==> config.mk <==
export PLATFORM = sky130hd
export DESIGN_NAME = bucketed_hash_set
export DESIGN_NICKNAME = d
export VERILOG_FILES = /design/src/rtl/bhs_pkg.sv /design/src/rtl/bhs_mod.sv /design/src/rtl/bhs_dp.sv /design/src/rtl/bhs_ctrl.sv /design/src/rtl/bucketed_hash_set.sv
export SDC_FILE = /design/constraint.sdc
export NUM_CORES = 2
export LEC_CHECK = 0
export ABC_AREA = 1
export BUFFER_PORTS_ARGS = -buffer_cell sky130_fd_sc_hd__buf_2
export CORE_MARGIN = 2
export CORE_UTILIZATION = 70
export CTS_BUF_LIST = sky130_fd_sc_hd__clkbuf_8
export CTS_CLUSTER_SIZE = 25
export DETAILED_ROUTE_END_ITERATION = 12
export GPL_ROUTABILITY_DRIVEN = 1
export GPL_TIMING_DRIVEN = 0
export PLACE_DENSITY = 0.95
export SLEW_MARGIN = 15
export SYNTH_ARGS = -nofsm -noshare
export SYNTH_HDL_FRONTEND = slang
export SYNTH_SLANG_ARGS = --single-unit
export TNS_END_PERCENT = 50
==> constraint.sdc <==
create_clock -name clk -period 51.6 [get_ports clk]
set_clock_uncertainty 0.15 [all_clocks]
set_input_delay 5.16 -clock clk [delete_from_list [all_inputs] [get_ports clk]]
set_output_delay 5.16 -clock clk [all_outputs]
set_load 0.05 [all_outputs]
==> src/rtl/bhs_pkg.sv <==
// ----------------------------------------------------------------------------
// bhs_pkg
// shared widths, action and status codes, controller/datapath interface types
// ----------------------------------------------------------------------------
package bhs_pkg;

  localparam int ACT_W     = 2;
  localparam int KEY_W     = 31;
  localparam int STAT_W    = 3;
  localparam int BKT_OUT_W = 4;

  localparam logic [ACT_W-1:0] ACT_INSERT = 2'd0;
  localparam logic [ACT_W-1:0] ACT_SEARCH = 2'd1;
  localparam logic [ACT_W-1:0] ACT_DELETE = 2'd2;

  localparam logic [STAT_W-1:0] ST_INSERTED  = 3'd0;
  localparam logic [STAT_W-1:0] ST_FOUND     = 3'd1;
  localparam logic [STAT_W-1:0] ST_NOT_FOUND = 3'd2;
  localparam logic [STAT_W-1:0] ST_DELETED   = 3'd3;
  localparam logic [STAT_W-1:0] ST_FULL      = 3'd4;

  typedef struct packed {
    logic cap;     // capture request, start remainder
    logic rd;      // read bucket row
    logic commit;  // update row, load result
  } cmd_t;

  typedef struct packed {
    logic mod_done;
  } sts_t;

endpackage

==> src/rtl/bhs_mod.sv <==
// ----------------------------------------------------------------------------
// bhs_mod
// key modulo bucket count: reciprocal multiply for the quotient, then subtract
// ----------------------------------------------------------------------------
module bhs_mod #(
  parameter int NUM_BUCKETS = 10,
  parameter int BW          = 4
) (
  input  logic                      clk,
  input  logic                      rst_n,
  input  logic                      start,
  input  logic [bhs_pkg::KEY_W-1:0] key,
  output logic                      done,
  output logic [BW-1:0]             rem
);

  localparam int SH = bhs_pkg::KEY_W + $clog2(NUM_BUCKETS);
  localparam int MW = bhs_pkg::KEY_W + 2;
  localparam int PW = bhs_pkg::KEY_W + MW;
  localparam logic [MW-1:0] RECIP = MW'(((64'd1 << SH) / 64'(NUM_BUCKETS)) + 64'd1);

  logic [bhs_pkg::KEY_W-1:0] key_r, key_nxt;
  logic [bhs_pkg::KEY_W-1:0] quo_r, quo_nxt;
  logic [BW-1:0]             rem_r, rem_nxt;
  logic                      mul_r, mul_nxt;
  logic                      sub_r, sub_nxt;
  logic [PW-1:0]             prod;
  logic [BW-1:0]             quo_n;

  always_comb begin
    prod    = PW'(key_r) * PW'(RECIP);
    // low bits of quotient times bucket count are enough for the remainder
    quo_n   = quo_r[BW-1:0] * BW'(NUM_BUCKETS);
    key_nxt = key_r;
    quo_nxt = quo_r;
    rem_nxt = rem_r;
    mul_nxt = start;
    sub_nxt = mul_r;
    if (start) begin
      key_nxt = key;
    end
    if (mul_r) begin
      quo_nxt = (bhs_pkg::KEY_W)'(prod >> SH);
    end
    if (sub_r) begin
      rem_nxt = key_r[BW-1:0] - quo_n;
    end
  end

  assign done = sub_r;
  assign rem  = rem_r;

  always_ff @(posedge clk) begin
    if (!rst_n) begin
      mul_r <= 1'b0;
      sub_r <= 1'b0;
    end else begin
      mul_r <= mul_nxt;
      sub_r <= sub_nxt;
    end
  end

  always_ff @(posedge clk) begin
    key_r <= key_nxt;
    quo_r <= quo_nxt;
    rem_r <= rem_nxt;
  end

endmodule

==> src/rtl/bhs_dp.sv <==
// ----------------------------------------------------------------------------
// bhs_dp
// datapath: request registers, bucket row memory, slot valid bits,
// parallel slot compare and result registers
// ----------------------------------------------------------------------------
module bhs_dp #(
  parameter int NUM_BUCKETS      = 10,
  parameter int SLOTS_PER_BUCKET = 8
) (
  input  logic                          clk,
  input  logic                          rst_n,
  input  bhs_pkg::cmd_t                 cmd,
  output bhs_pkg::sts_t                 sts,
  input  logic [bhs_pkg::ACT_W-1:0]     in_action,
  input  logic [bhs_pkg::KEY_W-1:0]     in_key,
  output logic [bhs_pkg::STAT_W-1:0]    out_status,
  output logic [bhs_pkg::BKT_OUT_W-1:0] out_bucket
);

  localparam int BW    = $clog2(NUM_BUCKETS);
  localparam int SW    = SLOTS_PER_BUCKET;
  localparam int ROW_W = SW * bhs_pkg::KEY_W;

  logic [bhs_pkg::ACT_W-1:0]     act_r;
  logic [bhs_pkg::KEY_W-1:0]     key_r;
  logic [BW-1:0]                 bucket;
  logic                          mod_done;

  logic [ROW_W-1:0]              mem [NUM_BUCKETS];
  logic [ROW_W-1:0]              rd_row_r;
  logic [SW-1:0]                 vrow_r;
  logic [SW-1:0]                 valid_r [NUM_BUCKETS];

  logic [SW-1:0]                 free, free_oh, match, match_oh;
  logic                          any_free, any_match;
  logic [ROW_W-1:0]              wr_row;
  logic                          do_ins, do_del;
  logic [bhs_pkg::STAT_W-1:0]    status;
  logic [BW+bhs_pkg::BKT_OUT_W-1:0] bucket_ext;
  logic [bhs_pkg::STAT_W-1:0]    out_status_r;
  logic [bhs_pkg::BKT_OUT_W-1:0] out_bucket_r;

  bhs_mod #(
    .NUM_BUCKETS (NUM_BUCKETS),
    .BW          (BW)
  ) u_mod (
    .clk   (clk),
    .rst_n (rst_n),
    .start (cmd.cap),
    .key   (in_key),
    .done  (mod_done),
    .rem   (bucket)
  );

  assign sts.mod_done = mod_done;

  always_ff @(posedge clk) begin
    if (cmd.cap) begin
      act_r <= in_action;
      key_r <= in_key;
    end
  end

  always_comb begin
    for (int s = 0; s < SW; s++) begin
      free[s]  = !vrow_r[s];
      match[s] = vrow_r[s] && (rd_row_r[s*bhs_pkg::KEY_W +: bhs_pkg::KEY_W] == key_r);
    end
    free_oh   = free & (~free + SW'(1));
    match_oh  = match & (~match + SW'(1));
    any_free  = |free;
    any_match = |match;
    for (int s = 0; s < SW; s++) begin
      wr_row[s*bhs_pkg::KEY_W +: bhs_pkg::KEY_W] =
        free_oh[s] ? key_r : rd_row_r[s*bhs_pkg::KEY_W +: bhs_pkg::KEY_W];
    end
    do_ins = (act_r == bhs_pkg::ACT_INSERT) && any_free;
    do_del = (act_r == bhs_pkg::ACT_DELETE) && any_match;
    case (act_r)
      bhs_pkg::ACT_INSERT: status = any_free ? bhs_pkg::ST_INSERTED : bhs_pkg::ST_FULL;
      bhs_pkg::ACT_SEARCH: status = any_match ? bhs_pkg::ST_FOUND : bhs_pkg::ST_NOT_FOUND;
      bhs_pkg::ACT_DELETE: status = any_match ? bhs_pkg::ST_DELETED : bhs_pkg::ST_NOT_FOUND;
      default:             status = bhs_pkg::ST_NOT_FOUND;
    endcase
  end

  // key row memory
  always_ff @(posedge clk) begin
    if (cmd.commit && do_ins) begin
      mem[bucket] <= wr_row;
    end
    if (cmd.rd) begin
      rd_row_r <= mem[bucket];
    end
  end

  always_ff @(posedge clk) begin
    if (cmd.rd) begin
      vrow_r <= valid_r[bucket];
    end
  end

  always_ff @(posedge clk) begin
    if (!rst_n) begin
      for (int b = 0; b < NUM_BUCKETS; b++) begin
        valid_r[b] <= '0;
      end
    end else if (cmd.commit) begin
      if (do_ins) begin
        valid_r[bucket] <= vrow_r | free_oh;
      end else if (do_del) begin
        valid_r[bucket] <= vrow_r & ~match_oh;
      end
    end
  end

  assign bucket_ext = (BW + bhs_pkg::BKT_OUT_W)'(bucket);

  always_ff @(posedge clk) begin
    if (cmd.commit) begin
      out_status_r <= status;
      out_bucket_r <= bucket_ext[bhs_pkg::BKT_OUT_W-1:0];
    end
  end

  assign out_status = out_status_r;
  assign out_bucket = out_bucket_r;

endmodule

==> src/rtl/bhs_ctrl.sv <==
// ----------------------------------------------------------------------------
// bhs_ctrl
// controller: request sequencing and result valid tracking
// ----------------------------------------------------------------------------
module bhs_ctrl (
  input  logic          clk,
  input  logic          rst_n,
  input  logic          in_valid,
  output logic          in_stall,
  output logic          out_valid,
  input  logic          out_stall,
  output bhs_pkg::cmd_t cmd,
  input  bhs_pkg::sts_t sts
);

  localparam logic [1:0] S_IDLE = 2'd0;
  localparam logic [1:0] S_MOD  = 2'd1;
  localparam logic [1:0] S_READ = 2'd2;
  localparam logic [1:0] S_EVAL = 2'd3;

  logic [1:0] state_r, state_nxt;
  logic       out_valid_r, out_valid_nxt;
  logic       out_free;

  assign out_free = !out_valid_r || !out_stall;
  assign in_stall = (state_r != S_IDLE);

  always_comb begin
    state_nxt  = state_r;
    cmd.cap    = 1'b0;
    cmd.rd     = 1'b0;
    cmd.commit = 1'b0;
    case (state_r)
      S_IDLE: begin
        if (in_valid) begin
          cmd.cap   = 1'b1;
          state_nxt = S_MOD;
        end
      end
      S_MOD: begin
        if (sts.mod_done) begin
          state_nxt = S_READ;
        end
      end
      S_READ: begin
        cmd.rd    = 1'b1;
        state_nxt = S_EVAL;
      end
      S_EVAL: begin
        if (out_free) begin
          cmd.commit = 1'b1;
          state_nxt  = S_IDLE;
        end
      end
      default: state_nxt = S_IDLE;
    endcase
  end

  always_comb begin
    out_valid_nxt = out_valid_r;
    if (cmd.commit) begin
      out_valid_nxt = 1'b1;
    end else if (out_valid_r && !out_stall) begin
      out_valid_nxt = 1'b0;
    end
  end

  always_ff @(posedge clk) begin
    if (!rst_n) begin
      state_r     <= S_IDLE;
      out_valid_r <= 1'b0;
    end else begin
      state_r     <= state_nxt;
      out_valid_r <= out_valid_nxt;
    end
  end

  assign out_valid = out_valid_r;

`ifndef SYNTHESIS
  a_commit_shows: assert property (@(posedge clk) disable iff (!rst_n)
    cmd.commit |=> out_valid_r)
    else $error("result not valid after commit");

  a_accept_starts: assert property (@(posedge clk) disable iff (!rst_n)
    (in_valid && !in_stall) |=> (state_r == S_MOD))
    else $error("accepted request did not start remainder");

  a_no_overwrite: assert property (@(posedge clk) disable iff (!rst_n)
    (state_r == S_EVAL && out_valid_r && out_stall) |-> !cmd.commit)
    else $error("pending result overwritten");

  a_done_in_mod: assert property (@(posedge clk) disable iff (!rst_n)
    sts.mod_done |-> (state_r == S_MOD))
    else $error("remainder done outside its state");
`endif

endmodule

==> src/rtl/bucketed_hash_set.sv <==
// ----------------------------------------------------------------------------
// bucketed_hash_set
// hash set of 31-bit keys in fixed-size buckets, bucket = key mod bucket count
// ----------------------------------------------------------------------------
// Each request carries an action (insert, search, delete) and a key and gives
// exactly one result with a status and the key's bucket. From acceptance to
// the next acceptance a request passes through an accept step, the remainder
// unit (reciprocal multiply, then subtract), one bucket row read and one
// evaluate/write-back step. A new request is accepted while the previous
// result still waits in the output register; evaluation holds until that
// register is free. Slot valid bits are flip-flops cleared at reset; stored
// keys sit in a row-per-bucket memory and need no clearing.
module bucketed_hash_set #(
  parameter int NUM_BUCKETS      = 10,
  parameter int SLOTS_PER_BUCKET = 8
) (
  input  logic                          clk,
  input  logic                          rst_n,
  input  logic                          in_valid,
  output logic                          in_stall,
  input  logic [bhs_pkg::ACT_W-1:0]     in_action,
  input  logic [bhs_pkg::KEY_W-1:0]     in_key,
  output logic                          out_valid,
  input  logic                          out_stall,
  output logic [bhs_pkg::STAT_W-1:0]    out_status,
  output logic [bhs_pkg::BKT_OUT_W-1:0] out_bucket
);

  bhs_pkg::cmd_t cmd;
  bhs_pkg::sts_t sts;

  bhs_ctrl u_ctrl (
    .clk       (clk),
    .rst_n     (rst_n),
    .in_valid  (in_valid),
    .in_stall  (in_stall),
    .out_valid (out_valid),
    .out_stall (out_stall),
    .cmd       (cmd),
    .sts       (sts)
  );

  bhs_dp #(
    .NUM_BUCKETS      (NUM_BUCKETS),
    .SLOTS_PER_BUCKET (SLOTS_PER_BUCKET)
  ) u_dp (
    .clk        (clk),
    .rst_n      (rst_n),
    .cmd        (cmd),
    .sts        (sts),
    .in_action  (in_action),
    .in_key     (in_key),
    .out_status (out_status),
    .out_bucket (out_bucket)
  );

endmodule
==> results.md, run 1 <==
* FFs w/ async S/R, synth at 0%
* DP Wirelength at 252.4 mm
* Main area contributors after synthesis: edfxtp_1, a22oi_1, fa_1
* Main combinational cell family by area after synthesis: compound AO/OA/AOI/OAI gates
* Post-synthesis simple-gate area fraction at roughly 7%
* Post-Place Cells at approximately 11,000
* Port bufs at 45
* Compound-cell area share of the yosys netlist at 11.13%
* Failed at: global routing (5_1_grt)
* Initial Util at a little over two thirds
* Placer Congestion at approximately 1
* Adder-Cell Fraction of Synth Area at under 10%
* Initial antenna violation count at around 100
* Sequential element share of the synthesized area at between 70% and 80%
* Clock Sinks at 2,916
* Chip height at about 420 um
* Run Error: [ERROR GRT-0232] Routing congestion too high. Check the congestion heatmap in the GUI.
* CTS Buf Count at about 430
* Synth warnings at 0
* Clock buffer depth at 4
* Top_reg_cell synth: edfxtp_1
* Pin count of the biggest net entering global routing at 49
* Overall die width at 417.0 um
* Tot GR Track Use at between 70% and 80%
* Area leader, netlist: edfxtp_1
* Synth unique cells at 55
* Count leader, synth: edfxtp_1
* Status: stopped before the end
* Avg Inst Size Synth at roughly 14 um^2
* H-tree depth at 5
* Post-synth EDFFs at 2,911
* Global route overflow at 106
* XOR/XNOR share of the synthesized area at less than 1%
* Mux cell area share after synthesis at 0%
* Count of hold buffers inserted by post-cts repair at 0
* Num rows at ~150
* Setup Buffers After CTS at 0
* Number of cells produced by synthesis at between 8,000 and 9,000
* Placed cell area at 125,800 um^2
* Post-CTS sizing at 0
* Synthesized flop and latch total at 2,916
* Clk root buf: clkbuf_8
* Post-synth top cells: edfxtp_1, a22oi_1, nor2_1
* Synth top area share at about 73%
* Post-Syn Area at about 120,000 um^2
* # IOs at between 40 and 50
* Syn Nets at slightly below 9,000
-- logic make-up after synthesis --
family / Yosys count
DFF: 2916
xor gates and xnor gates: 102
and+or+nand+nor: 1876
buffers and inverters: 926
AOI/OAI and AO/OA: 2095
adders and majority gates: 368
-- routing by layer --
metal  overflow  GRT usage, %
met1          4         67.15
met5          0         58.52
met3          2         67.82
met4         46         65.16
met2         54         83.60
-- stage by stage --
| stage | hold WS [ns] | worst slack, ns |
|---|---|---|
| CTS | 0.3326 | 42.87 |
| detailed placement | 0.3038 | 42.18 |
| global placement | 0.2924 | 12.07 |
| floorplan | 0.2706 | 27.42 |
==> inputs of run 2 (changes only) <==
Settings changed: CORE_UTILIZATION 70 to 40, CTS_BUF_LIST sky130_fd_sc_hd__clkbuf_8 to default, CTS_CLUSTER_SIZE 25 to default, PLACE_DENSITY 0.95 to default, PLACE_DENSITY_LB_ADDON from default to 0.15.
==> run 2 against run 1 <==
Net effect:
- synthesized cell count unchanged
- the run now ends clean
- area after synthesis did not move
==> results.md, run 2 <==
* Chip height at 550.3 um (was 417.0 um)
* CTS tree: done
* Area leader, netlist: edfxtp_1 (unchanged)
* Drt drc at 0
* Status: complete, no violations (was stopped before the end)
* Worst-margin pin slew at 1.397 ns
* Largest registers: u_dp.mem x2480, u_dp.rd_row_r x248, u_dp.valid_r x128
* Reg clk slew, reported paths at 0.06 ns
* Tmin final at slightly above 9 ns
* FFs w/ async S/R, synth at 0% (unchanged)
* CP max FO at 13
* Clock Sinks at 2,916 (unchanged)
* Most common cell after layout, fill and taps aside: edfxtp_1
* DR vias/cell at between 5 and 6
* 1st-pass router iterations at 8
* Main area contributors after synthesis: edfxtp_1, a22oi_1, fa_1 (unchanged)
* Dpl ws at 42.08 ns (was 42.18 ns)
* Crit start category: flop
* Most flop-heavy register: u_dp.mem
* Count of hold buffers inserted by post-cts repair at 0 (unchanged)
* Num rows at 200 (was 151)
* Die area at 302,900 um^2
* Placer Congestion at 0.8719 (was 0.9949)
* Top_reg_cell synth: edfxtp_1 (unchanged)
* Nets at 9,258
* Synth top area share at 73.21% (unchanged)
* Global route overflow at 0
* Critical path class: flop to flop
* Clk root buf: clkbuf_16 (was clkbuf_8)
* Vias post-DR at 77,602
* Most frequent cells in the layout: edfxtp_1, a22oi_1, nor2_1
* Avg Inst Size Synth at 14.41 um^2 (unchanged)
* Post-Syn Area at 119,400 um^2 (unchanged)
* Clock buffer depth at 4 (unchanged)
* Final Hold Vio Count at 0
* Post-route ant nets at 0
* Setup Buffers After CTS at 0 (unchanged)
* Pin count of the biggest net entering global routing at 39
* Maxcap violations at 0
* Share of cells above drive strength 1 at a little under a tenth
* Post-synth top cells: edfxtp_1, a22oi_1, nor2_1 (unchanged)
* Initial Util at 40.20% (was 70.45%)
* CTS Buf Count at 314 (was 428)
* Max reg flops at ~2,500
* Synth unique cells at 55 (unchanged)
* Tot GR Track Use at between 20% and 30%
* RSZ-0062 raised after global routing: no
* # fillers at between 20,000 and 30,000
* Vias in the first global route at between 70,000 and 80,000
* CP endpoint kind: flop
* Routed wl met3 at ~45 mm
* CORE AREA at between 200,000 and 300,000 um^2
* M1 WL at 168.8 mm
* Syn Nets at 8,688 (unchanged)
* Post-synth EDFFs at 2,911 (unchanged)
* Overall die width at 550.3 um (was 417.0 um)
* Tcrit/Tclk final at between 10% and 20%
* Number of cells produced by synthesis at 8,283 (unchanged)
* Met2 wire len at 191.5 mm
* Relative slew slack at ~7%
* Setup ws final at between 40 and 50 ns
* Avg WL per Cell at ~32 um
* Port bufs at 45 (unchanged)
* Top routing layer in use: met5
* Clk_lat worst skew at around 0.91 ns
* Post-CTS sizing at 0 (unchanged)
* Synthesis-to-layout area growth at 16.24%
* Synthesized flop and latch total at 2,916 (unchanged)
* Hold WC Path Type: flop to flop
* Initial antenna violation count at 45
* Count leader, synth: edfxtp_1 (unchanged)
* H-tree depth at 5 (unchanged)
* Synth warnings at 0 (unchanged)
* Starting DRT DRC Count at about 12,000
* DP Wirelength at 275.6 mm (was 252.4 mm)
* Critical Path RT at roughly 52 ns
* Sequential element share of the synthesized area at 73.30% (unchanged)
* Final setup fails at 0
* Setup TNS at 0 ns
* Wire length of the first global-routing pass at between 500 and 600 mm
* Slew Viols, Final at 0
* # IOs at 46 (unchanged)
* Max Clk Rate at 109.2 MHz
* Routed WL at around 420 mm
* Data arrival time of the critical path at roughly 9.7 ns
-- run 2: layout make-up --
cell class | count | area (um^2) | area share, %
Tap cell | 3939 | 4928 | 3.551
Inverter | 444 | 1669 | 1.203
Multi-Input combinational cell | 4441 | 28350 | 20.43
Clock buffer | 380 | 8233 | 5.932
Buffer | 482 | 2011 | 1.449
Timing Repair Buffer | 254 | 4370 | 3.149
Sequential cell | 2916 | 87510 | 63.06
Clock inverter | 173 | 1598 | 1.151
Antenna cell | 45 | 112.6 | 0.08114
-- run 2: final timing paths --
| check | depth (start not counted) | end | startpoint | slack (ns) |
|---|---|---|---|---|
| setup / recovery | 24 | u_dp.u_mod.quo_r[0] | u_dp.u_mod.key_r[5] | 42.44 |
| hold / removal | 2 | u_ctrl.out_valid | u_ctrl.out_valid | 0.34 |
| setup reg to reg | 24 | u_dp.u_mod.quo_r[0] | u_dp.u_mod.key_r[5] | 42.44 |
| hold reg to reg | 2 | u_ctrl.out_valid | u_ctrl.out_valid | 0.34 |
-- run 2: critical path: stages, from the launching register on --
cell and delay [ns]:
edfxtp_1 0.50, buf_2 0.42, inv_2 0.67, buf_2 1.00
ha_1 0.27, inv_1 0.08, fa_1 0.54, inv_1 0.08
fa_1 0.50, inv_1 0.10, fa_1 0.62, inv_1 0.18
fa_1 0.53, inv_1 0.05, fa_1 0.55, inv_1 0.06
fa_1 0.45, fa_1 0.50, inv_1 0.05, ha_1 0.33
nand2_1 0.09, nor4_1 0.43, nand4_1 0.16, nand2_1 0.12
xor2_1 0.42
-- run 2: metrics by stage --
stage / utilization [%] / instances / hold slack [ns] / instance area (um^2)
4_1_cts: 46.68 / 13027 / 0.3431 / 138700
3_3_place_gp: 41.93 / 12267 / 0.2971 / 124500
2_1_floorplan: - / 8283 / 0.2706 / 119400
6_report: 46.72 / 13074 / 0.3376 / 138800
3_5_place_dp: 43.37 / 12474 / 0.3273 / 128800
5_1_grt: 46.69 / 13030 / 0.3556 / 138700
-- run 2: logic make-up (layout without fill, tap and decap cells) --
group,Yosys count,count (layout),synth area share (%)
compound gates,2095,2095,11.13
xor+xnor,102,102,0.7482
fa+ha+maj,368,368,4.950
buf+inv,926,1733,3.041
flops,2916,2916,73.30
other cells,0,45,0
simple gates,1876,1876,6.832
-- run 2: layer usage --
metal  up-vias  global-route usage, %
met3       861                  6.720
met5         -                      0
met2      4490                  41.81
met1     39787                  37.33
met4        18                  11.98
li1      32446                      -
Power of run 2 is left out: the tool's default activity adds up to more than one toggle a clock period on the data nets, which glitch-free logic cannot reach.
